--- src/rtl/rpb_pkg.sv ---
// ----------------------------------------------------------------------------
// rpb_pkg
// Shared types and constants of the radial profile binner.
// ----------------------------------------------------------------------------
package rpb_pkg;

  localparam int NUM_BINS_DEF = 20;
  localparam int CFG_W        = 16;
  localparam int FIELD_W      = 24;
  localparam int CNT_W        = 16;
  localparam int SUM_W        = 40;
  localparam int BIN_W        = 6;
  localparam int QDEPTH       = 2;

  // register indexes
  localparam logic [1:0] REG_CELL_SIZE   = 2'd0;
  localparam logic [1:0] REG_BIN_WIDTH   = 2'd1;
  localparam logic [1:0] REG_GRID_OFFSET = 2'd2;

  localparam logic [CFG_W-1:0] CELL_SIZE_RST   = 16'd384;
  localparam logic [CFG_W-1:0] BIN_WIDTH_RST   = 16'd384;
  localparam logic [CFG_W-1:0] GRID_OFFSET_RST = 16'd9216;

  localparam logic CMD_ACC  = 1'b0;
  localparam logic CMD_EMIT = 1'b1;

  typedef struct packed {
    logic [CFG_W-1:0] cell_size;
    logic [CFG_W-1:0] bin_width;
    logic [CFG_W-1:0] grid_offset;
  } cfg_t;

  // classified item passed from front to back
  typedef struct packed {
    logic                      cmd;
    logic [BIN_W-1:0]          bin;
    logic signed [FIELD_W-1:0] temperature;
    logic [FIELD_W-1:0]        flow_mag;
    logic signed [FIELD_W-1:0] potential;
    logic signed [FIELD_W-1:0] strange;
  } qent_t;

  typedef struct packed {
    logic [CNT_W-1:0]        cnt;
    logic signed [SUM_W-1:0] st;
    logic signed [SUM_W-1:0] sf;
    logic signed [SUM_W-1:0] sp;
    logic signed [SUM_W-1:0] ss;
  } ent_t;

  typedef struct packed {
    logic [BIN_W-1:0]          bin_index;
    logic [FIELD_W-1:0]        bin_radius;
    logic [CNT_W-1:0]          sample_count;
    logic signed [FIELD_W-1:0] mean_temperature;
    logic [FIELD_W-1:0]        mean_flow;
    logic signed [FIELD_W-1:0] mean_potential;
    logic signed [FIELD_W-1:0] mean_strange;
    logic                      last;
  } rec_t;

endpackage

--- src/rtl/rpb_queue.sv ---
// ----------------------------------------------------------------------------
// rpb_queue
// Short FIFO between the classifying front and the accumulating back.
// ----------------------------------------------------------------------------
module rpb_queue import rpb_pkg::*; (
  input  logic  clk,
  input  logic  rst,
  input  logic  wr,
  input  qent_t wdata,
  output logic  full,
  input  logic  rd,
  output qent_t rdata,
  output logic  empty
);

  localparam int PW = (QDEPTH > 1) ? $clog2(QDEPTH) : 1;

  qent_t          mem [QDEPTH];
  logic [PW-1:0]  wp, rp;
  logic [PW:0]    fill;

  assign full  = (fill == (PW+1)'(QDEPTH));
  assign empty = (fill == '0);
  assign rdata = mem[rp];

  always_ff @(posedge clk) begin
    if (wr) begin
      mem[wp] <= wdata;
    end
  end

  always_ff @(posedge clk) begin
    if (rst) begin
      wp   <= '0;
      rp   <= '0;
      fill <= '0;
    end else begin
      if (wr) begin
        wp <= (wp == PW'(QDEPTH-1)) ? '0 : wp + 1'b1;
      end
      if (rd) begin
        rp <= (rp == PW'(QDEPTH-1)) ? '0 : rp + 1'b1;
      end
      fill <= fill + (PW+1)'(wr) - (PW+1)'(rd);
    end
  end

endmodule

--- config.mk ---
export PLATFORM = sky130hd
export DESIGN_NAME = rpb_queue
export DESIGN_NICKNAME = d
export VERILOG_FILES = /design/src/rtl/rpb_pkg.sv /design/src/rtl/rpb_queue.sv
export SDC_FILE = /design/constraint.sdc
export NUM_CORES = 1
export LEC_CHECK = 0
export BUFFER_PORTS_ARGS = -buffer_cell sky130_fd_sc_hd__buf_2
export CAP_MARGIN = 40
export CORE_ASPECT_RATIO = 1.75
export CORE_MARGIN = 2
export CORE_UTILIZATION = 55
export CTS_BUF_LIST = sky130_fd_sc_hd__clkbuf_4
export CTS_CLUSTER_DIAMETER = 120
export DETAILED_ROUTE_END_ITERATION = 8
export PLACE_DENSITY = 0.82
export SYNTH_ARGS = -nofsm -noshare
export SYNTH_HDL_FRONTEND = slang
export SYNTH_SLANG_ARGS = --single-unit
--- constraint.sdc ---
create_clock -name clk -period 9.1 [get_ports clk]
set_input_delay 0.91 -clock clk [delete_from_list [all_inputs] [get_ports clk]]
set_output_delay 0.91 -clock clk [all_outputs]
set_load 0.05 [all_outputs]
==> flow_metrics.env, run 1 <==
export IMPL_status="completed"
export IMPL_total_power_uw=2150
export IMPL_dr_pass1_iters=4
export IMPL_p_sw_uw=609
export IMPL_hold_viol=0
export IMPL_irDropWorstVdd_v=0.000154
export IMPL_r2r_slack_ps=6940
export IMPL_drive_above_1_share=0.614
export IMPL_ys_types=13
export IMPL_grt_usage=0.182
export IMPL_reg2reg_depth=2
export IMPL_grt_first_pass_wirelength_mm=20.6
export IMPL_io_pins=212
export IMPL_p_leak_uw=0.00357
export IMPL_post_route_period_util=0.400
export IMPL_wl_met2_mm=7.62
export IMPL_internal_power_uw=1540
export IMPL_grt_max_degree=57
export IMPL_cts_sinks=211
export IMPL_critPathMaxStageDelay_ps=760
export IMPL_synth_seq_area_share=0.820
export IMPL_post_synth_top_count_cell="edfxtp_1"
export IMPL_drv_cap=0
export IMPL_start_util=0.557
export IMPL_ys_top_cells_by_count="edfxtp_1 (206), mux2_2 (103), buf_6 (7), dfxtp_1 (5), nor2_1 (5)"
export IMPL_timing_final_crit_period_ps=3640
export IMPL_synthSimpleGateAreaFrac=0.00571
export IMPL_fmax_mhz=275
export IMPL_core_mm2=0.0138
export IMPL_postSynthCellCount=341
export IMPL_top_layer="met5"
export IMPL_r2r_end="mem[1][80]"
export IMPL_critPathKind="flip-flop to primary output"
export IMPL_final_util=0.682
export IMPL_gr_total_overflow=0
export IMPL_finalSetupViolCount=0
export IMPL_clk_path_buf_depth=3
export IMPL_synth_xor_area_frac=0.00522
export IMPL_powerDensity_mw_per_mm2=229
export IMPL_die_area_mm2=0.0149
export IMPL_synthAdderAreaFrac=0.00327
export IMPL_post_cts_setup_buffers=0
export IMPL_totalWireLength_mm=13.8
export IMPL_worstSkewPairLatency_ps=570
export IMPL_ys_flop_type="edfxtp_1"
export IMPL_synthArstFlopShare=0
export IMPL_min_from="wdata[93]"
export IMPL_place_hpwl_mm=9.15
export IMPL_gp_congestion=0.762
export IMPL_routedWlPerCell_um=17.3
export IMPL_h_tree_depth=2
export IMPL_grt_pass1_vias=4351
export IMPL_clk_pin_slew_ps=70
export IMPL_sequentialPowerShare=0.537
export IMPL_hold_buffers=0
export IMPL_r2r_start="wp"
export IMPL_syn_mean_instance_area_um2=22.5
export IMPL_end_kind="primary output"
export IMPL_netlist_area_mm2=0.00766
export IMPL_hold_path_depth=1
export IMPL_synth_top_area_share=0.807
export IMPL_antenna_found_initial=4
export IMPL_p_sw_frac=0.283
export IMPL_crit_end="rdata[52]"
export IMPL_drt_initial_drc_count=193
export IMPL_drc=0
export IMPL_cpMaxStageDelayCell="dfxtp_4"
export IMPL_worstPathArrival_ps=2730
export IMPL_hp_class="input pin to flip-flop"
export IMPL_synthToLayoutAreaGrowth_pct=22.5
export IMPL_die_width_um=93.2
export IMPL_clock_skew_ps=11.7
export IMPL_critPathMaxFanout=56
export IMPL_cts_root_buf="clkbuf_4"
export IMPL_detail_route_antenna_nets=0
export IMPL_met3_length_um=975
export IMPL_numCtsBuffers=44
export IMPL_tightest_slew_ps=740
export IMPL_critPathRequiredTime_ps=8190
export IMPL_synth_compound_area_frac=0
export IMPL_synth_fp_nets=450
export IMPL_rsz0062_at_grt="no"
export IMPL_final_setup_tns_ps=0
export IMPL_slew_violations=0
export IMPL_path_cells="buf_4, mux2_2, buf_2"
export IMPL_ys_ff_latch=211
export IMPL_cts_tree="built"
export IMPL_die_h_um=160
export IMPL_std_cell_rows=57
export IMPL_port_buffers=211
export IMPL_power_frac_clock=0.283
export IMPL_cts_resized=0
export IMPL_synth_edf_count=206
export IMPL_slew_headroom=0.507
export IMPL_combPwrFrac=0.179
export IMPL_synthTopCellsByArea="edfxtp_1 (81%), mux2_2 (15%), dfxtp_1 (1.3%), buf_6 (1.0%), ha_1 (0.33%)"
export IMPL_vias=4042
export IMPL_via_per_inst=5.07
export IMPL_synth_mux_area_frac=0.151
export IMPL_synth_top_family_by_area="multiplexers"
export IMPL_yosys_area_top_type="edfxtp_1"
export IMPL_num_nets_final=700
export IMPL_wl_met1_mm=4.65
export IMPL_start_kind="flip-flop"
export IMPL_yosysWarnings=0
cells in the final DEF (no fill, tap or decap):
| cell | synthesis | layout |
|---|---|---|
| and2_4 | 0 | 1 |
| buf_2 | 3 | 211 |
| buf_4 | 1 | 4 |
| clkbuf_4 | 0 | 59 |
| clkinv_1 | 0 | 15 |
| dfxtp_1 | 5 | 4 |
| dfxtp_4 | 0 | 1 |
| diode_2 | 0 | 2 |
| edfxtp_1 | 206 | 206 |
| ha_1 | 2 | 2 |
| inv_1 | 2 | 2 |
| mux2_2 | 103 | 103 |
| nor2_1 | 5 | 5 |
| nor2b_1 | 3 | 2 |
| nor2b_4 | 0 | 1 |
| xnor2_1 | 2 | 2 |
| xnor3_1 | 1 | 1 |
layout make-up:
type	instances	area, µm²
Sequential cell	211	6290
Clock buffer	59	443
Timing Repair Buffer	215	1090
Tap cell	177	221
Multi-Input combinational cell	117	1280
Inverter	2	7.51
Clock inverter	15	56.3
Antenna cell	2	5.00
Fill cell	955	4380
routing by layer:
| layer | vias up | track usage |
|---|---|---|
| met2 | 167 | 0.324 |
| met5 | - | 0 |
| met3 | 39 | 0.0566 |
| li1 | 1876 | - |
| met4 | 4 | 0.108 |
| met1 | 1956 | 0.180 |
power by group through the flow:
stage	combinational, µW	sequential (µW)	clock (µW)
finish	386	1160	610
global route	404	1160	677
CTS	390	1160	634
detailed placement	389	1180	0
global placement	384	1170	0
floorplan	304	1170	0
cells by family (layout without fill, tap and decap cells):
kind of cell	after synthesis	count (layout)
fa+ha+maj	2	2
other cells	0	2
mux	103	103
simple gates	9	9
buf+inv	13	291
xor+xnor	3	3
flops	211	211
critical path: cells and delay by family (launching register included):
kind / cells / cell delay (ps)
buffers and inverters: 2 / 890
DFF: 1 / 760
muxes: 1 / 420
per-stage QoR:
stage | cells | worst slack, ps | cell area [µm²] | hold slack, ps
6_report | 798 | 5460 | 9390 | 520
5_1_grt | 798 | 5290 | 9390 | 466
4_1_cts | 796 | 5380 | 9380 | 477
3_5_place_dp | 722 | 6010 | 8880 | 516
3_3_place_gp | 722 | 6050 | 8880 | 498
2_1_floorplan | 341 | 3130 | 7660 | 480
worst min-delay path by stage:
stage	endpoint	slack (ps)
finish	mem[0][93]	520
global route	mem[0][66]	470
floorplan	flip-flop	480
detailed placement	flip-flop	520
CTS	mem[1][23]	480
global placement	rp	500
sequential cells by signal, indices dropped and copies added (netlist names), named ones only:
name  cells
rp        1
mem     206
fill      2
wp        1
(Power assumes the default switching activity.)
==> run 2: changes to the inputs <==
--- a/config.mk
+++ b/config.mk
@@ -9,11 +9,11 @@
 export CAP_MARGIN = 40
 export CORE_ASPECT_RATIO = 1.75
 export CORE_MARGIN = 2
-export CORE_UTILIZATION = 55
+export CORE_UTILIZATION = 49
 export CTS_BUF_LIST = sky130_fd_sc_hd__clkbuf_4
 export CTS_CLUSTER_DIAMETER = 120
 export DETAILED_ROUTE_END_ITERATION = 8
-export PLACE_DENSITY = 0.82
+export PLACE_DENSITY = 0.78
 export SYNTH_ARGS = -nofsm -noshare
 export SYNTH_HDL_FRONTEND = slang
 export SYNTH_SLANG_ARGS = --single-unit
==> constraint.sdc (replaced) <==
create_clock -name clk -period 2.99 [get_ports clk]
set_input_delay 0.299 -clock clk [delete_from_list [all_inputs] [get_ports clk]]
set_output_delay 0.299 -clock clk [all_outputs]
set_load 0.05 [all_outputs]
==> run 2 against run 1 <==
Non-clock buffer count increased by 108. Power grew to 3.3 times the previous value. Count of clock-buffer cells in the layout up 12. Worst setup slack got worse by 5000 ps. Die area increased by 12%. Sequential share of layout area decreased by 7.7 points. Wire length increased by 21%. Clock power rose to 3.6 times the previous value.
==> flow_metrics.env, run 2 (synthesis results as in run 1) <==
export IMPL_slew_headroom=0.608
export IMPL_antenna_found_initial=2
export IMPL_start_kind="flip-flop"
export IMPL_powerDensity_mw_per_mm2=662
export IMPL_largestRegisters="mem: 206 flops, fill: 2 flops"
export IMPL_h_tree_depth=2
export IMPL_dp_slack_ps=1020
export IMPL_irDropWorstVdd_v=0.000510
export IMPL_internal_power_uw=5050
export IMPL_cts_resized=0
export IMPL_drc=0
export IMPL_drive_above_1_share=0.541
export IMPL_clk_pin_slew_ps=80
export IMPL_core_mm2=0.0153
export IMPL_die_area_mm2=0.0167
export IMPL_drv_cap=0
export IMPL_critPathRequiredTime_ps=2690
export IMPL_hp_class="input pin to flip-flop"
export IMPL_layout_common_cells="buf_2 (211), edfxtp_1 (206), dlygate4sd3_1 (107)"
export IMPL_hold_path_depth=2
export IMPL_cts_tree="built"
export IMPL_finalSetupViolCount=0
export IMPL_post_cts_setup_buffers=0
export IMPL_grt_max_degree=104
export IMPL_std_cell_rows=60
export IMPL_sequentialPowerShare=0.501
export IMPL_r2r_start="wp"
export IMPL_vias=4551
export IMPL_final_util=0.693
export IMPL_numCtsBuffers=45
export IMPL_die_width_um=98.5
export IMPL_worstSkewPairLatency_ps=570
export IMPL_clk_path_buf_depth=3
export IMPL_dr_pass1_iters=4
export IMPL_slew_violations=0
export IMPL_r2r_end="mem[1][5]"
export IMPL_via_per_inst=4.94
export IMPL_clock_skew_ps=12.2
export IMPL_synthToLayoutAreaGrowth_pct=38.4
export IMPL_drt_initial_drc_count=174
export IMPL_hold_viol=0
export IMPL_reg2reg_depth=2
export IMPL_totalWireLength_mm=16.7
export IMPL_post_route_period_util=0.850
export IMPL_end_kind="primary output"
export IMPL_total_power_uw=7020
export IMPL_final_setup_tns_ps=0
export IMPL_grt_usage=0.196
export IMPL_tightest_slew_ps=589
export IMPL_cts_root_buf="clkbuf_4"
export IMPL_area_sequential_mm2=0.00629
export IMPL_combPwrFrac=0.190
export IMPL_start_util=0.500
export IMPL_port_buffers=211
export IMPL_rsz0062_at_grt="no"
export IMPL_critPathKind="flip-flop to primary output"
export IMPL_hold_buffers=107
export IMPL_fmax_mhz=394
export IMPL_largest_reg_flops=206
export IMPL_min_from="wdata[23]"
export IMPL_r2r_slack_ps=1240
export IMPL_regMostFlops="mem"
export IMPL_cts_sinks=211
export IMPL_place_hpwl_mm=9.64
export IMPL_mostFrequentLayoutCell="buf_2"
export IMPL_power_frac_clock=0.309
export IMPL_fill_cells=987
export IMPL_grt_first_pass_wirelength_mm=25.4
export IMPL_setup_ws_ps=449
export IMPL_gr_total_overflow=0
export IMPL_fin_area_mm2=0.0106
export IMPL_num_nets_final=809
export IMPL_critPathMaxFanout=33
export IMPL_timing_final_crit_period_ps=2540
export IMPL_routedWlPerCell_um=18.1
export IMPL_detail_route_antenna_nets=0
export IMPL_p_sw_uw=1970
export IMPL_die_h_um=169
export IMPL_dpl_cell_area_mm2=0.00894
export IMPL_gp_congestion=0.770
export IMPL_hold_path_end="mem[1][23]"
export IMPL_multi_input_area_mm2=0.00128
export IMPL_worstPathArrival_ps=2240
export IMPL_io_pins=212
export IMPL_p_sw_frac=0.280
export IMPL_status="completed"
export IMPL_p_leak_uw=0.00410
export IMPL_grt_pass1_vias=5097
## run 2: metrics by stage
| step | hold WS, ps | cells |
|---|---|---|
| after detailed placement | 490 | 732 |
| after global placement | 486 | 732 |
| after CTS | 386 | 918 |
| after floorplan | 371 | 341 |
| after global routing | 403 | 920 |
| final | 440 | 921 |
## run 2: power groups by stage
| stage | sequential (µW) | clock [µW] | combinational (µW) |
|---|---|---|---|
| 2_1_floorplan | 3550 | 0 | 928 |
| 3_3_place_gp | 3570 | 0 | 1190 |
| 3_5_place_dp | 3580 | 0 | 1210 |
| 4_1_cts | 3520 | 2230 | 1330 |
| 5_1_grt | 3530 | 2380 | 1390 |
| 6_report | 3520 | 2170 | 1330 |
## run 2: worst max-delay path by stage
stage	cells past startpoint	endpoint
after floorplan	1	mem[0][0]
after global placement	3	rdata[100]
after detailed placement	3	rdata[71]
after CTS	3	rdata[71]
after global routing	3	rdata[71]
final	3	rdata[71]
## run 2: critical path: stages (launching register included)
cell and delay [ps]:
dfxtp_4 640, buf_4 400, mux2_2 400, buf_2 220
## run 2: per-layer routing
metal | share of wire | track usage | vias up
met5 | 0 | 0 | -
met4 | 0.036 | 0.0965 | 0
met3 | 0.062 | 0.0486 | 40
met2 | 0.58 | 0.380 | 187
met1 | 0.32 | 0.187 | 2231
li1 | - | - | 2093
## run 2: layout make-up
cell class	count	share of cell area
diodes	3	0.000708
clock buffers	71	0.0502
clock inverters	8	0.00543
inverters	2	0.000708
multi-input cells	117	0.121
flip-flops and latches	211	0.593
well taps	186	0.0219
repair buffers	323	0.208
==> run 3: changes to the inputs <==
--- a/config.mk
+++ b/config.mk
@@ -5,6 +5,7 @@
 export SDC_FILE = /design/constraint.sdc
 export NUM_CORES = 1
 export LEC_CHECK = 0
+export ABC_AREA = 1
 export BUFFER_PORTS_ARGS = -buffer_cell sky130_fd_sc_hd__buf_2
 export CAP_MARGIN = 40
 export CORE_ASPECT_RATIO = 1.75
==> constraint.sdc (replaced) <==
create_clock -name clk -period 2.2 [get_ports clk]
set_input_delay 0.22 -clock clk [delete_from_list [all_inputs] [get_ports clk]]
set_output_delay 0.22 -clock clk [all_outputs]
set_load 0.05 [all_outputs]
==> run 3 against run 2 <==
Critical path depth unchanged. Sequential share of layout area fell by 0.13 points. Non-clock buffer count up 2. Power increased by 32%. Die area about the same. First-iteration DRC count rose by 20%. Worst setup slack worse by 320 ps. Final cell count increased by 1.2%. Clock power grew 29%. Register-to-register slack got worse by 420 ps. Combinational power rose by 30%. Design area up 0.25%. Largest cell class unchanged. Largest power group unchanged. Highest routed layer unchanged.
==> flow_metrics.env, run 3 <==
export IMPL_status="completed"
export IMPL_setup_ws_ps=126
export IMPL_totalWireLength_mm=17.2
export IMPL_synthArstFlopShare=0
export IMPL_post_synth_top_count_cell="edfxtp_1"
export IMPL_fill_cells=991
export IMPL_std_cell_rows=60
export IMPL_yosys_area_top_type="edfxtp_1"
export IMPL_irDropWorstVdd_v=0.000551
export IMPL_largest_reg_flops=206
export IMPL_hp_class="input pin to flip-flop"
export IMPL_clk_path_buf_depth=3
export IMPL_rsz0062_at_grt="no"
export IMPL_cts_tree="built"
export IMPL_crit_buf_inv=2
export IMPL_syn_mean_instance_area_um2=21.9
export IMPL_via_per_inst=4.96
export IMPL_clock_skew_ps=18.0
export IMPL_finalSetupViolCount=0
export IMPL_synth_fp_nets=460
export IMPL_path_cells="buf_6, mux2_2, buf_2"
export IMPL_grt_usage=0.204
export IMPL_end_kind="primary output"
export IMPL_gr_total_overflow=0
export IMPL_drive_above_1_share=0.541
export IMPL_ys_ff_latch=211
export IMPL_timing_final_crit_period_ps=2070
export IMPL_start_kind="flip-flop"
export IMPL_start_util=0.501
export IMPL_drt_initial_drc_count=209
export IMPL_postSynthCellCount=351
export IMPL_largestRegisters="mem: 206 flops, fill: 2 flops"
export IMPL_synthSimpleGateAreaFrac=0.00718
export IMPL_post_route_period_util=0.943
export IMPL_h_tree_depth=2
export IMPL_slew_headroom=0.620
export IMPL_crit_family="buffers and inverters"
export IMPL_ys_flop_type="edfxtp_1"
export IMPL_critPathKind="flip-flop to primary output"
export IMPL_critPathRequiredTime_ps=1980
export IMPL_layout_common_cells="buf_2 (211), edfxtp_1 (206), dlygate4sd3_1 (107)"
export IMPL_port_buffers=211
export IMPL_fmax_mhz=482
export IMPL_hold_viol=0
export IMPL_num_nets_final=821
export IMPL_hold_slack_ps=373
export IMPL_hold_path_depth=2
export IMPL_dp_slack_ps=624
export IMPL_post_cts_setup_buffers=0
export IMPL_io_pins=212
export IMPL_r2r_end="mem[1][58]"
export IMPL_clk_pin_slew_ps=70
export IMPL_synthTopCellsByArea="edfxtp_1 (81%), mux2_2 (15%), dfxtp_1 (1.3%), buf_6 (1.0%), inv_1 (0.39%)"
export IMPL_critPathMaxStageDelay_ps=400
export IMPL_synth_mux_area_frac=0.151
export IMPL_reg2reg_depth=3
export IMPL_worstSkewPairLatency_ps=570
export IMPL_drc=0
export IMPL_detail_route_antenna_nets=0
export IMPL_total_power_uw=9230
export IMPL_grt_max_degree=64
export IMPL_grt_first_pass_wirelength_mm=26.3
export IMPL_synth_compound_area_frac=0.000652
export IMPL_die_area_mm2=0.0167
export IMPL_hold_path_end="mem[1][65]"
export IMPL_synth_edf_count=206
export IMPL_grt_pass1_vias=5156
export IMPL_mostFrequentLayoutCell="buf_2"
export IMPL_die_h_um=170
export IMPL_synth_top_area_share=0.806
export IMPL_antenna_found_initial=6
export IMPL_ys_types=14
export IMPL_die_width_um=98.6
export IMPL_r2r_start="wp"
export IMPL_synth_xor_area_frac=0.00114
export IMPL_synth_seq_area_share=0.819
export IMPL_yosysWarnings=0
export IMPL_critPathMaxFanout=27
export IMPL_cts_sinks=211
export IMPL_place_hpwl_mm=9.80
export IMPL_numCtsBuffers=45
export IMPL_synthAdderAreaFrac=0.00326
export IMPL_cts_root_buf="clkbuf_4"
export IMPL_synthToLayoutAreaGrowth_pct=38.6
export IMPL_r2r_slack_ps=820
export IMPL_dr_pass1_iters=4
export IMPL_tightest_slew_ps=570
export IMPL_min_from="wdata[65]"
export IMPL_powerDensity_mw_per_mm2=868
export IMPL_ys_top_cells_by_count="edfxtp_1 (206), mux2_2 (103), inv_1 (8), nor2_1 (8), buf_6 (7)"
export IMPL_drv_cap=0
export IMPL_cpMaxStageDelayCell="dfxtp_4"
export IMPL_vias=4619
export IMPL_p_leak_uw=0.00412
export IMPL_routedWlPerCell_um=18.4
export IMPL_core_mm2=0.0153
export IMPL_worstPathArrival_ps=1850
export IMPL_regMostFlops="mem"
export IMPL_slew_violations=0
export IMPL_synth_top_family_by_area="multiplexers"
export IMPL_gp_congestion=0.778
export IMPL_netlist_area_mm2=0.00767
==> run 3: repair_timing <==
item	4_1_cts	5_1_grt
hold buffers	107	0
endpoints found under the hold margin	211	0
pin swaps	0	0
gates resized for setup	2	1
cloned	1	0
setup endpoints to repair	39	38
==> run 3: final cells by class <==
| class | count | area [µm²] | share of cell area |
|---|---|---|---|
| sequential | 211 | 6290 | 0.592 |
| timing repair buffer | 325 | 2250 | 0.211 |
| clock buffer | 71 | 533 | 0.0501 |
| antenna | 6 | 15.0 | 0.00141 |
| tap | 186 | 233 | 0.0219 |
| inverter | 8 | 33.8 | 0.00318 |
| clock inverter | 4 | 17.5 | 0.00165 |
| multi-input combinational | 121 | 1260 | 0.119 |
==> run 3: cell families (layout without fill, tap and decap cells) <==
group | after synthesis | in the layout
flip-flops | 211 | 211
buffers and inverters | 19 | 408
multiplexers | 103 | 103
other | 0 | 6
XOR/XNOR | 1 | 1
AND/OR/NAND/NOR | 14 | 14
AO/OA/AOI/OAI | 1 | 1
adder cells (fa/ha/maj) | 2 | 2
==> run 3: worst reg2reg max path: stages (launching register included) <==
cell	delay, ps
dfxtp_2	370
nand2_2	70
clkinvlp_4	90
buf_4	470
==> run 3: worst max path at each step <==
stage,start,end,slack [ps],cells after the start
after detailed placement,flip-flop,rdata[44],620,3
final,flip-flop,rdata[71],130,3
after CTS,flip-flop,rdata[95],-7,3
after floorplan,wp,mem[1][0],-110,2
after global routing,flip-flop,rdata[77],20,3
after global placement,flip-flop,rdata[44],640,3
==> run 3: power by group <==
group | internal (µW) | switching, µW
Clock | 1450 | 1340
Combinational | 573 | 1160
Sequential | 4650 | 58.4
==> run 3: through the flow <==
stage | setup TNS (ps) | area [µm²] | cells | util
detailed placement | 0 | 8960 | 743 | 0.585
global route | 0 | 10600 | 932 | 0.694
floorplan | -16670 | 7690 | 351 | -
CTS | -35.8 | 10600 | 926 | 0.694
finish | 0 | 10600 | 932 | 0.694
global placement | 0 | 8960 | 743 | 0.585
==> run 3: per-layer routing <==
metal  global-route usage  vias up  share of wire
li1                     -     2119              -
met1                0.208     2276           0.34
met2                0.383      178           0.57
met3               0.0437       46          0.049
met4                0.105        0          0.040
met5                    0        -              0
